### src/design/gregorian_date_difference_top_defines.svh
// Assertion macros shared by the date difference design files.
// Depends on clk_i and rst_ni being present in the module that uses them.
`ifndef GREGORIAN_DATE_DIFFERENCE_TOP_DEFINES_SVH
`define GREGORIAN_DATE_DIFFERENCE_TOP_DEFINES_SVH

`ifndef SYNTHESIS
// Same-cycle implication, sampled on clk_i, off during reset.
`define GDD_ASSERT_IMP(lbl, ante, cons) \
  lbl: assert property (@(posedge clk_i) disable iff (!rst_ni) (ante) |-> (cons)) \
    else $error("%m: assertion failed");
// Next-cycle implication, sampled on clk_i, off during reset.
`define GDD_ASSERT_NXT(lbl, ante, cons) \
  lbl: assert property (@(posedge clk_i) disable iff (!rst_ni) (ante) |=> (cons)) \
    else $error("%m: assertion failed");
`else
`define GDD_ASSERT_IMP(lbl, ante, cons)
`define GDD_ASSERT_NXT(lbl, ante, cons)
`endif

`endif

### src/design/gdd_pkg.sv
// Shared types, widths and constants of the date difference pipeline.
// No dependencies.
`timescale 1ns / 1ps

package gdd_pkg;

  localparam int YEAR_W  = 14;
  localparam int MONTH_W = 4;
  localparam int DAY_W   = 5;
  localparam int RES_W   = 23;

  // Largest year taken as given; larger years clamp to it.
  localparam int MAX_YEAR = 9999;

  // Days from year 0 up to any 14-bit date fit in 23 unsigned bits.
  localparam int COUNT_W = 23;
  // Signed width of a difference of two counts plus one.
  localparam int DIFF_W  = COUNT_W + 2;

  localparam int RES_MAX = (1 << (RES_W - 1)) - 1;
  localparam int RES_MIN = -(1 << (RES_W - 1));

  // x / 25 == (x * DIV25_MUL) >> DIV25_SHIFT for every x below 43690.
  localparam int DIV_IN_W    = 13;
  localparam int DIV_PROD_W  = 2 * DIV_IN_W;
  localparam int DIV25_SHIFT = 17;
  localparam logic [DIV_IN_W-1:0] DIV25_MUL = DIV_IN_W'(5243);
  localparam int QUOT_W      = DIV_PROD_W - DIV25_SHIFT;

  localparam int MOFF_W = 9;    // cumulative month days, up to 365
  localparam int DOY_W  = 10;   // day of year, up to 396

  typedef struct packed {
    logic [YEAR_W-1:0]  year;
    logic [MONTH_W-1:0] month;
    logic [DAY_W-1:0]   day;
  } date_t;

  typedef struct packed {
    logic valid;
    logic ordered;
  } cmp_t;

  // Days in the months ahead of the given one in a common year.
  // Month zero counts nothing, months past December count the full year.
  function automatic logic [MOFF_W-1:0] month_offset(input logic [MONTH_W-1:0] m);
    logic [MOFF_W-1:0] r;
    case (m)
      4'd0, 4'd1: r = MOFF_W'(0);
      4'd2:       r = MOFF_W'(31);
      4'd3:       r = MOFF_W'(59);
      4'd4:       r = MOFF_W'(90);
      4'd5:       r = MOFF_W'(120);
      4'd6:       r = MOFF_W'(151);
      4'd7:       r = MOFF_W'(181);
      4'd8:       r = MOFF_W'(212);
      4'd9:       r = MOFF_W'(243);
      4'd10:      r = MOFF_W'(273);
      4'd11:      r = MOFF_W'(304);
      4'd12:      r = MOFF_W'(334);
      default:    r = MOFF_W'(365);
    endcase
    return r;
  endfunction

endpackage

### src/design/gdd_day_count.sv
// Two-stage day number of one date: days from year 0 to the given day.
// Depends on gdd_pkg.
`timescale 1ns / 1ps

module gdd_day_count (
  input  logic                         clk_i,
  input  gdd_pkg::date_t               date_i,
  output logic [gdd_pkg::COUNT_W-1:0]  count_o
);

  localparam int YW = gdd_pkg::YEAR_W;
  localparam int IW = gdd_pkg::DIV_IN_W;
  localparam int PW = gdd_pkg::DIV_PROD_W;
  localparam int QW = gdd_pkg::QUOT_W;
  localparam int CW = gdd_pkg::COUNT_W;

  // ---- stage A: constant products ----
  logic [YW:0]    yp99, yp399;
  logic [IW-1:0]  x100, x400, x4;

  logic [CW-1:0]            y365_q, y365_d;
  logic [IW-1:0]            q4_q, q4_d;
  logic [PW-1:0]            p100_q, p100_d, p400_q, p400_d, pm_q, pm_d;
  logic [IW-1:0]            x4_q;
  logic [3:0]               ylow_q;
  logic [gdd_pkg::DOY_W-1:0] doy_q, doy_d;
  logic                     late_q, late_d;

  always_comb begin
    yp99   = (YW+1)'(date_i.year) + (YW+1)'(99);
    yp399  = (YW+1)'(date_i.year) + (YW+1)'(399);
    x100   = IW'(yp99 >> 2);
    x400   = IW'(yp399 >> 4);
    x4     = IW'(date_i.year >> 2);
    y365_d = CW'(date_i.year) * CW'(365);
    q4_d   = IW'(((YW+1)'(date_i.year) + (YW+1)'(3)) >> 2);
    p100_d = PW'(x100) * PW'(gdd_pkg::DIV25_MUL);
    p400_d = PW'(x400) * PW'(gdd_pkg::DIV25_MUL);
    pm_d   = PW'(x4) * PW'(gdd_pkg::DIV25_MUL);
    doy_d  = gdd_pkg::DOY_W'(gdd_pkg::month_offset(date_i.month))
           + gdd_pkg::DOY_W'(date_i.day);
    late_d = (date_i.month >= gdd_pkg::MONTH_W'(3));
  end

  always_ff @(posedge clk_i) begin
    y365_q <= y365_d;
    q4_q   <= q4_d;
    p100_q <= p100_d;
    p400_q <= p400_d;
    pm_q   <= pm_d;
    x4_q   <= x4;
    ylow_q <= date_i.year[3:0];
    doy_q  <= doy_d;
    late_q <= late_d;
  end

  // ---- stage B: quotients, leap year, sum ----
  logic [QW-1:0] q100, q400, qm;
  logic [IW-1:0] rem25;
  logic          leap;
  logic [CW-1:0] count_d, count_q;

  always_comb begin
    q100  = p100_q[PW-1:gdd_pkg::DIV25_SHIFT];
    q400  = p400_q[PW-1:gdd_pkg::DIV25_SHIFT];
    qm    = pm_q[PW-1:gdd_pkg::DIV25_SHIFT];
    rem25 = x4_q - IW'(IW'(qm) * IW'(25));
    // A multiple of 100 is a multiple of 400 exactly when it is one of 16.
    leap  = (ylow_q[1:0] == 2'b00) && ((ylow_q[3:2] == 2'b00) || (rem25 != '0));
    count_d = y365_q + CW'(q4_q) - CW'(q100) + CW'(q400)
            + CW'(doy_q) + CW'(leap && late_q);
  end

  always_ff @(posedge clk_i) begin
    count_q <= count_d;
  end

  assign count_o = count_q;

endmodule

### src/design/gdd_result.sv
// Output stage: subtracts the day numbers, saturates, gives minus one for a pair out of order, and drives the strobe.
// Depends on gdd_pkg and the assertion macro header.
`timescale 1ns / 1ps
`include "gregorian_date_difference_top_defines.svh"

module gdd_result (
  input  logic                               clk_i,
  input  logic                               rst_ni,
  input  gdd_pkg::cmp_t                      ctl_i,
  input  logic                               include_end_day_i,
  input  logic [gdd_pkg::COUNT_W-1:0]        count1_i,
  input  logic [gdd_pkg::COUNT_W-1:0]        count2_i,
  output logic                               done_o,
  output logic signed [gdd_pkg::RES_W-1:0]   days_between_o
);

  localparam int DW = gdd_pkg::DIFF_W;
  localparam int RW = gdd_pkg::RES_W;

  logic signed [DW-1:0] diff;
  logic signed [RW-1:0] res_d, res_q;
  logic                 done_q;

  always_comb begin
    diff = $signed(DW'(count2_i)) - $signed(DW'(count1_i))
         + $signed(DW'(include_end_day_i));
    if (!ctl_i.ordered) begin
      res_d = '1;
    end else if (diff > DW'(gdd_pkg::RES_MAX)) begin
      res_d = RW'(gdd_pkg::RES_MAX);
    end else if (diff < $signed(DW'(gdd_pkg::RES_MIN))) begin
      res_d = RW'(gdd_pkg::RES_MIN);
    end else begin
      res_d = RW'(diff);
    end
  end

  always_ff @(posedge clk_i) begin
    res_q <= res_d;
  end

  always_ff @(posedge clk_i or negedge rst_ni) begin
    if (!rst_ni) begin
      done_q <= 1'b0;
    end else begin
      done_q <= ctl_i.valid;
    end
  end

  assign done_o         = done_q;
  assign days_between_o = res_q;

  // A pair out of order always reports minus one.
  `GDD_ASSERT_NXT(a_unordered_minus_one, ctl_i.valid && !ctl_i.ordered,
                  done_o && (days_between_o == -1))

endmodule

### src/design/gregorian_date_difference_top.sv
// Top level of the Gregorian date difference pipeline.
// Depends on gdd_pkg, gdd_day_count, gdd_result and the assertion macro header.
`timescale 1ns / 1ps
`include "gregorian_date_difference_top_defines.svh"

// Channel     Direction  Handshake                 Payload
// command     in         start_i, busy_o           first_*_i, second_*_i
// result      out        done_o (one-cycle strobe) days_between_o
// config      in         cfg_we_i                  cfg_wdata_i (include end day)
//
// One transaction is taken every cycle; busy_o stays low.
// A result strobes on done_o once the transaction taken on start_i has passed
// the clamp stage, product stage, sum stage and output stage.
// The depth is set by the day-number unit: constant products, then sums.
// Reset clears the valid bits and the done strobe and sets include end day.
// The receiver cannot stall, so the pipeline never holds.

module gregorian_date_difference_top #(
  parameter int MAX_YEAR = gdd_pkg::MAX_YEAR
) (
  input  logic                                clk_i,
  input  logic                                rst_ni,
  input  logic                                start_i,
  output logic                                busy_o,
  input  logic                                cfg_we_i,
  input  logic                                cfg_wdata_i,
  input  logic [gdd_pkg::YEAR_W-1:0]          first_year_i,
  input  logic [gdd_pkg::MONTH_W-1:0]         first_month_i,
  input  logic [gdd_pkg::DAY_W-1:0]           first_day_i,
  input  logic [gdd_pkg::YEAR_W-1:0]          second_year_i,
  input  logic [gdd_pkg::MONTH_W-1:0]         second_month_i,
  input  logic [gdd_pkg::DAY_W-1:0]           second_day_i,
  output logic                                done_o,
  output logic signed [gdd_pkg::RES_W-1:0]    days_between_o
);

  localparam int YW = gdd_pkg::YEAR_W;

  // Never stall: every stage advances each cycle.
  assign busy_o = 1'b0;

  logic accept;
  assign accept = start_i && !busy_o;

  // Include-end-day register; to be written only while idle, which the block itself does not enforce.
  logic incl_q;
  always_ff @(posedge clk_i or negedge rst_ni) begin
    if (!rst_ni) begin
      incl_q <= 1'b1;
    end else if (cfg_we_i) begin
      incl_q <= cfg_wdata_i;
    end
  end

  // ---- stage 1: clamp years and capture both dates ----
  gdd_pkg::date_t date1_d, date2_d, date1_q, date2_q;

  always_comb begin
    date1_d.year  = (32'(first_year_i) > MAX_YEAR) ?
                    YW'(MAX_YEAR) : first_year_i;
    date1_d.month = first_month_i;
    date1_d.day   = first_day_i;
    date2_d.year  = (32'(second_year_i) > MAX_YEAR) ?
                    YW'(MAX_YEAR) : second_year_i;
    date2_d.month = second_month_i;
    date2_d.day   = second_day_i;
  end

  always_ff @(posedge clk_i) begin
    date1_q <= date1_d;
    date2_q <= date2_d;
  end

  // Valid bits travel alongside the data; one per stage.
  logic v1_q, v2_q, v3_q;
  always_ff @(posedge clk_i or negedge rst_ni) begin
    if (!rst_ni) begin
      v1_q <= 1'b0;
      v2_q <= 1'b0;
      v3_q <= 1'b0;
    end else begin
      v1_q <= accept;
      v2_q <= v1_q;
      v3_q <= v2_q;
    end
  end

  // ---- stage 2/3: order test, delayed to meet the day numbers ----
  // Packed compare orders by year, then month, then day.
  logic before2_q, before3_q;
  always_ff @(posedge clk_i) begin
    before2_q <= (date1_q < date2_q);
    before3_q <= before2_q;
  end

  logic [gdd_pkg::COUNT_W-1:0] count1, count2;

  gdd_day_count u_count1 (
    .clk_i   (clk_i),
    .date_i  (date1_q),
    .count_o (count1)
  );

  gdd_day_count u_count2 (
    .clk_i   (clk_i),
    .date_i  (date2_q),
    .count_o (count2)
  );

  // ---- stage 4: subtract, saturate, strobe ----
  gdd_pkg::cmp_t ctl3;
  assign ctl3.valid   = v3_q;
  assign ctl3.ordered = before3_q;

  gdd_result u_result (
    .clk_i             (clk_i),
    .rst_ni            (rst_ni),
    .ctl_i             (ctl3),
    .include_end_day_i (incl_q),
    .count1_i          (count1),
    .count2_i          (count2),
    .done_o            (done_o),
    .days_between_o    (days_between_o)
  );

  // Every transaction taken comes out as a strobe on done_o.
  `GDD_ASSERT_IMP(a_fixed_latency, accept, ##4 done_o)
  // No strobe without a transaction in the last stage.
  `GDD_ASSERT_NXT(a_no_spurious_done, !v3_q, !done_o)
  // A valid last stage must strobe on the next cycle.
  `GDD_ASSERT_NXT(a_done_follows_valid, v3_q, done_o)

endmodule

### config.mk
export PLATFORM = sky130hd
export DESIGN_NAME = gregorian_date_difference_top
export DESIGN_NICKNAME = d
export VERILOG_FILES = /design/src/design/gdd_pkg.sv /design/src/design/gdd_day_count.sv /design/src/design/gdd_result.sv /design/src/design/gregorian_date_difference_top.sv
export VERILOG_INCLUDE_DIRS = /design/src /design/src/design
export SDC_FILE = /design/constraint.sdc
export NUM_CORES = 2
export LEC_CHECK = 0
export ABC_AREA = 1
export BUFFER_PORTS_ARGS = -buffer_cell sky130_fd_sc_hd__buf_4
export CAP_MARGIN = 20
export CELL_PAD_IN_SITES_DETAIL_PLACEMENT = 1
export CELL_PAD_IN_SITES_GLOBAL_PLACEMENT = 1
export CORE_ASPECT_RATIO = 1.25
export CORE_MARGIN = 2
export CORE_UTILIZATION = 51
export DETAILED_ROUTE_END_ITERATION = 10
export GPL_ROUTABILITY_DRIVEN = 0
export GPL_TIMING_DRIVEN = 1
export PLACE_DENSITY_LB_ADDON = 0.1
export SLEW_MARGIN = 20
export SYNTH_ARGS = -nofsm -noshare
export SYNTH_HDL_FRONTEND = slang
export SYNTH_SLANG_ARGS = --single-unit
### constraint.sdc
create_clock -name clk_i -period 8.21 [get_ports clk_i]
set_input_delay 0.821 -clock clk_i [delete_from_list [all_inputs] [get_ports clk_i]]
set_output_delay 0.821 -clock clk_i [all_outputs]
set_load 0.05 [all_outputs]
== Word level (Yosys, flattened, before mapping) ==
Memory sizes are Yosys's and may differ from the RTL's. A register that Yosys moved wholly into a read port is not among the register bits.
Index checks and enable logic that the tools add are counted.
W data, S select, Z words.
Word-level totals
  register bits: 404
  ROM bits: 288
  input bits: 51
  output and inout bits: 25
  word-level logic and storage cells: 92
  memories kept: 2
Memory list
  (name not given): depth 16, bits a word 9, rd ports 1, clocked after memory_dff 1, wr ports 0, line gdd_pkg.sv:48  | case (m)
  (name not given): depth 16, bits a word 9, rd ports 1, clocked after memory_dff 1, wr ports 0, line gdd_pkg.sv:48
Operators by class
  add/sub/neg operators: 22
  multiply operators: 10
  magnitude comparators: 7
  multiplexer cells: 2
  bitwise gates (word level): 1
  reductions and logical operators: 13
Operator list (count)
  $mul A13 B13 Y26 const B: 2
  $mul A12 B13 Y25 const B: 2
  $mul A11 B13 Y24 const B: 2
  $add A23 B1 Y23: 2
  $add A23 B10 Y23: 2
  $add A23 B13 Y23: 2
  $add A23 B9 Y23: 2
  $mul A14 B9 Y23 const B: 2
  $mux W23: 2
  $sub A23 B9 Y23: 2
  $add A14 B2 Y15 const B: 2
  $add A14 B7 Y15 const B: 2
  $add A14 B9 Y15 const B: 2
  $gt A14 B14 Y1 const B: 2
  $mul A9 B5 Y13 const B: 2
  $reduce_bool A13 Y1: 2
  $sub A12 B13 Y13: 2
  $add A25 B2 Y25: 1
  $gt A25 B23 Y1 const B: 1
  $lt A25 B23 Y1 const B: 1
  $sub A23 B23 Y24: 1
  $lt A23 B23 Y1: 1
  $add A9 B5 Y10: 2
  $ge A4 B2 Y1 const B: 2
  other kinds (5): 12

== Logic depth before layout (Yosys ltp) ==
  depth in word-level cells: 7
  gate-level depth with buffers: 31
  depth with buffers taken out: 31

== By module ==
Synthesis repeated with hierarchy kept, for this count alone.
Second synthesis, totals
  cell total of the unflattened synthesis: 5119
  area, all modules: 41713.8 µm²
By module, submodules not included
  gdd_day_count (u_count1): times used 1, cells each 2217, area an instance 18346.3 µm², seq. area each 2122.0 µm²
  gdd_day_count (u_count2): times used 1, cells each 2107, area an instance 18069.8 µm², seq. area each 2122.0 µm²
  gdd_result: times used 1, cells each 563, area an instance 3301.9 µm², seq. area each 485.5 µm²
  gregorian_date_difference_top: times used 1, cells each 232, area an instance 1995.7 µm², seq. area each 1062.3 µm²

== Worst setup path before layout ==
OpenSTA, ideal clock, no wires.
  path type: reg-to-reg
  start: register date1_q[16] in the netlist's numbering
  end: register u_count1.p400_q[21]
  setup time: 0.123 ns
  arrival: 5.677 ns
  required time: 8.087 ns
  setup slack: 2.409 ns
  stages on the path, launching flop included: 23
  path buffers: 1
  clock period less this slack: 5.801 ns
  cell sequence: dfxtp_1 > clkbuf_1 > inv_1 > ha_1 > a21oi_1 > inv_1 > a21oi_1 > xor2_1 > inv_1 > fa_1 > fa_1 > fa_1 > inv_1 > fa_1 > fa_1 > ha_1 > a21oi_1 > o21ai_0 > a21oi_1 > o21bai_1 > a21boi_0 > o21bai_1 > xor2_1
On the way
  cells in the longest elaborated chain, start to end: 2
Ends and longest elaborated chain
  start, declared: line gregorian_date_difference_top.sv:56  | gdd_pkg::date_t date1_d, date2_d, date1_q, date2_q;
  start signal, assigned: line gregorian_date_difference_top.sv:70  | date1_q <= date1_d;
  $add A14 B9 Y15: line gdd_day_count.sv:31  | yp399 = (YW+1)'(date_i.year) + (YW+1)'(399);
  $mul A11 B13 Y24: line gdd_day_count.sv:38  | p400_d = PW'(x400) * PW'(gdd_pkg::DIV25_MUL);
  via u_count1.p400_d[21]: line gdd_day_count.sv:23  | logic [PW-1:0] p100_q, p100_d, p400_q, p400_d, pm_q, pm_d;
  end signal, assigned: line gdd_day_count.sv:49  | p400_q <= p400_d;
  end, declared: line gdd_day_count.sv:23
The timed path passes the listed nets, and every way through them passes these cells.
A chain may end at the register's enable or synchronous reset.

== Worst setup path in the final report ==
  start: register date1_q[12] in the netlist's numbering
  end: register u_count1.p400_q[21]
Same word-level chain as after synthesis.

==> metrics <==
sequential cell area fraction in the yosys report=0.158; synthesized instance count=between 4k and 5k; ratio of cells with drive above 1 in the final layout=0.0455; row count=around 110; share of the synthesized netlist area taken by xor and xnor gates=0.0505; maximum clock skew at final layout=25.9 ps; fraction of the mapped netlist area in simple logic gates=0.107; aggregate global routing overflow=0; Setup TNS Final=0 ps; wire length of the first global-routing pass=170000 um; Synth cell types=51; core area=0.0759 mm2; largest net degree at the start of global routing=24; vias per cell=5.21; storage element area=0.00615 mm2; drt drc=0; overall track demand over capacity in global routing=0.275; Worst EP required=roughly 8700 ps; cts hold-fix bufs=0; Syn Nets=5784; number of buffers on the longest clock path=3; cell taking the most area after synthesis=sky130_fd_sc_hd__ha_1; count of clock tree sinks=306; launching element type of the critical path=flip-flop; number of ports placed on the die boundary=76; die area=0.0788 mm2; number of global-route vias before repair=32.9k; complex-gate fraction of the synthesized area=0.0692; Setup violations, final=0; number of max-slew violations in the final report=0; buffers added on ports=74; TritonCTS clock tree=done; flops & latches, synth=306; Post-synth EDFFs=0; leading cell type by number of instances after synthesis=sky130_fd_sc_hd__inv_1; Worst Setup End Kind=flip-flop; starting density of the core=0.514; antenna cells=0; dominant combinational cell family by area after synthesis=adder cells; count of cells resized by post-cts repair=0; Yosys warning count=0; dominant synthesized flop cell=sky130_fd_sc_hd__dfxtp_1; Post-DP HPWL=90400 um; final core utilization=0.556; count of filler cells inserted in the layout=about 8.9k; share of flip-flops with an asynchronous set or reset=0.0163; cell area after technology mapping=~0.04 mm2; layout net count=slightly below 6k; initial DRC count=~850; detailed-route wire length=between 100000 and 150000 um; first-pass iteration count of the detailed router=5; Clk Latency, worst-skew pair=580 ps; worst hold slack=37.0 ps; ranking of synthesized cells by area=sky130_fd_sc_hd__ha_1 27%, sky130_fd_sc_hd__fa_1 23%, sky130_fd_sc_hd__dfxtp_1 15%, sky130_fd_sc_hd__inv_1 11%, sky130_fd_sc_hd__nand2_1 4.9%; result of the run=finished clean; arrival time reported for the critical path endpoint=between 7000 and 8000 ps; worst hold-check path type=primary input to async pin; largest fanout on the critical path=11; top achievable clock speed=about 150 MHz; number of buffers created by CTS=38; Post-CTS Setup Bufs=0; vias=28.9k; worst setup path class=flip-flop to flip-flop; maximum level of the CTS H-tree=2; fraction of synthesized area in multiplexers=0.000288; area growth from synthesis to final layout=8.13%; per-instance average area after synthesis=~8.8 um2; Chip Height=313 um; Post-DRT Antenna Nets=0; clk slew on worst S/H paths=60 ps; transition time at the pin with the least slew margin=953 ps; top post-synthesis cells by count=1121 x sky130_fd_sc_hd__inv_1, 849 x sky130_fd_sc_hd__ha_1, 505 x sky130_fd_sc_hd__nand2_1; fraction of synthesized cell area taken by the top area cell type=0.272; number of antenna violations at the first check in global routing=2; Final Hold Vio Count=0; normalized max-slew margin=0.363; setup repair after global routing missed its margin=false; Final period util=0.838; adder-cell share of the synthesized area=0.505; total of max-cap violations=0; area occupied by multi-input gates=0.0286 mm2; Routed WL per cell=18.7 um; Root Driver=sky130_fd_sc_hd__clkbuf_16; die outline width=approximately 250 um; clock period minus final worst setup slack=6880 ps
-- layout make-up --
type                    count  share of cell area
multi-input cells        2981               0.677
flip-flops and latches    306               0.146
clock inverters            23             0.00690
well taps                 977              0.0290
repair buffers             91              0.0162
clock buffers              46              0.0252
inverters                1128               0.100
-- final timing paths --
kind / from / endpoint / slack (ps) / depth (start not counted)
setup reg to reg: date1_q[12] / u_count1.p400_q[21] / 1330 / 22
hold reg to reg: before2_q / before3_q / 340 / 0
max in group asynchronous: rst_ni / incl_q / 7980 / 1
min in group clk_i: before2_q / before3_q / 340 / 0
hold / removal: rst_ni / v2_q / 40 / 1
setup / recovery: date1_q[12] / u_count1.p400_q[21] / 1330 / 22
-- cell families after synthesis --
logic type,Yosys count
fa+ha+maj,1304
buf+inv,1142
simple gates,973
compound gates,477
flops,306
xor+xnor,225
other cells,1
mux,1
-- cells in the final DEF, fill, tap and decap left out, drive strengths merged, types with 13 or more instances in the layout --
master,n
ha,849
clkbuf,46
inv,1132
nor3,33
dfxtp,301
nand2,511
xnor2,48
fa,455
a21oi,246
o211ai,14
buf,91
nand3,132
a31oi,13
nor2,206
a211oi,13
nand4,42
xor2,177
a21o,23
o21ai,115
or2,22
-- sequential cells by signal, indices dropped and copies added (netlist names), 7 cells and up, named ones only --
register,flops
date2_q,23
u_count1.p100_q,9
u_count1.count_o,23
u_count2.p400_q,7
u_count1.p400_q,7
u_count1.q4_q,13
u_count2.count_o,23
u_count2.y365_q,23
u_count2.doy_q,10
u_count2.pm_q,8
u_count1.pm_q,8
u_count2.x4_q,11
date1_q,23
u_count1.y365_q,23
u_count1.x4_q,11
u_result.days_between_o,23
u_count2.p100_q,9
u_count2.q4_q,13
u_count1.doy_q,10
-- worst max-delay path, cell delays in order, from the launching register on --
cell and delay [ps]:
sky130_fd_sc_hd__dfxtp_1 800, sky130_fd_sc_hd__inv_1 190, sky130_fd_sc_hd__ha_1 250, sky130_fd_sc_hd__a21oi_1 210, sky130_fd_sc_hd__nor2_1 100, sky130_fd_sc_hd__nor3_1 310
sky130_fd_sc_hd__nor2_1 90, sky130_fd_sc_hd__xor2_1 660, sky130_fd_sc_hd__inv_1 110, sky130_fd_sc_hd__ha_1 370, sky130_fd_sc_hd__fa_1 550, sky130_fd_sc_hd__fa_1 550
sky130_fd_sc_hd__inv_1 60, sky130_fd_sc_hd__fa_1 450, sky130_fd_sc_hd__fa_1 470, sky130_fd_sc_hd__ha_1 350, sky130_fd_sc_hd__a21oi_1 140, sky130_fd_sc_hd__o21ai_0 120
sky130_fd_sc_hd__a21oi_1 180, sky130_fd_sc_hd__o21bai_1 140, sky130_fd_sc_hd__a21boi_0 360, sky130_fd_sc_hd__o21bai_1 130, sky130_fd_sc_hd__xor2_1 150
-- per-stage QoR --
stage	instance area [um2]	std cells	worst slack (ps)
floorplan	39100	4429	2410
global placement	40900	5483	1610
detailed placement	40900	5483	1380
CTS	42200	5552	1340
global route	42200	5552	940
finish	42200	5552	1330
-- routing by layer --
metal	share of wire	up-vias	track usage
li1	-	14162	-
met1	0.41	14297	0.315
met2	0.53	336	0.531
met3	0.021	148	0.0222
met4	0.037	0	0.0928
met5	0	-	0
Power is not shown: default switching activity piles up to over one toggle a cycle in this logic, so the estimate is an artifact.
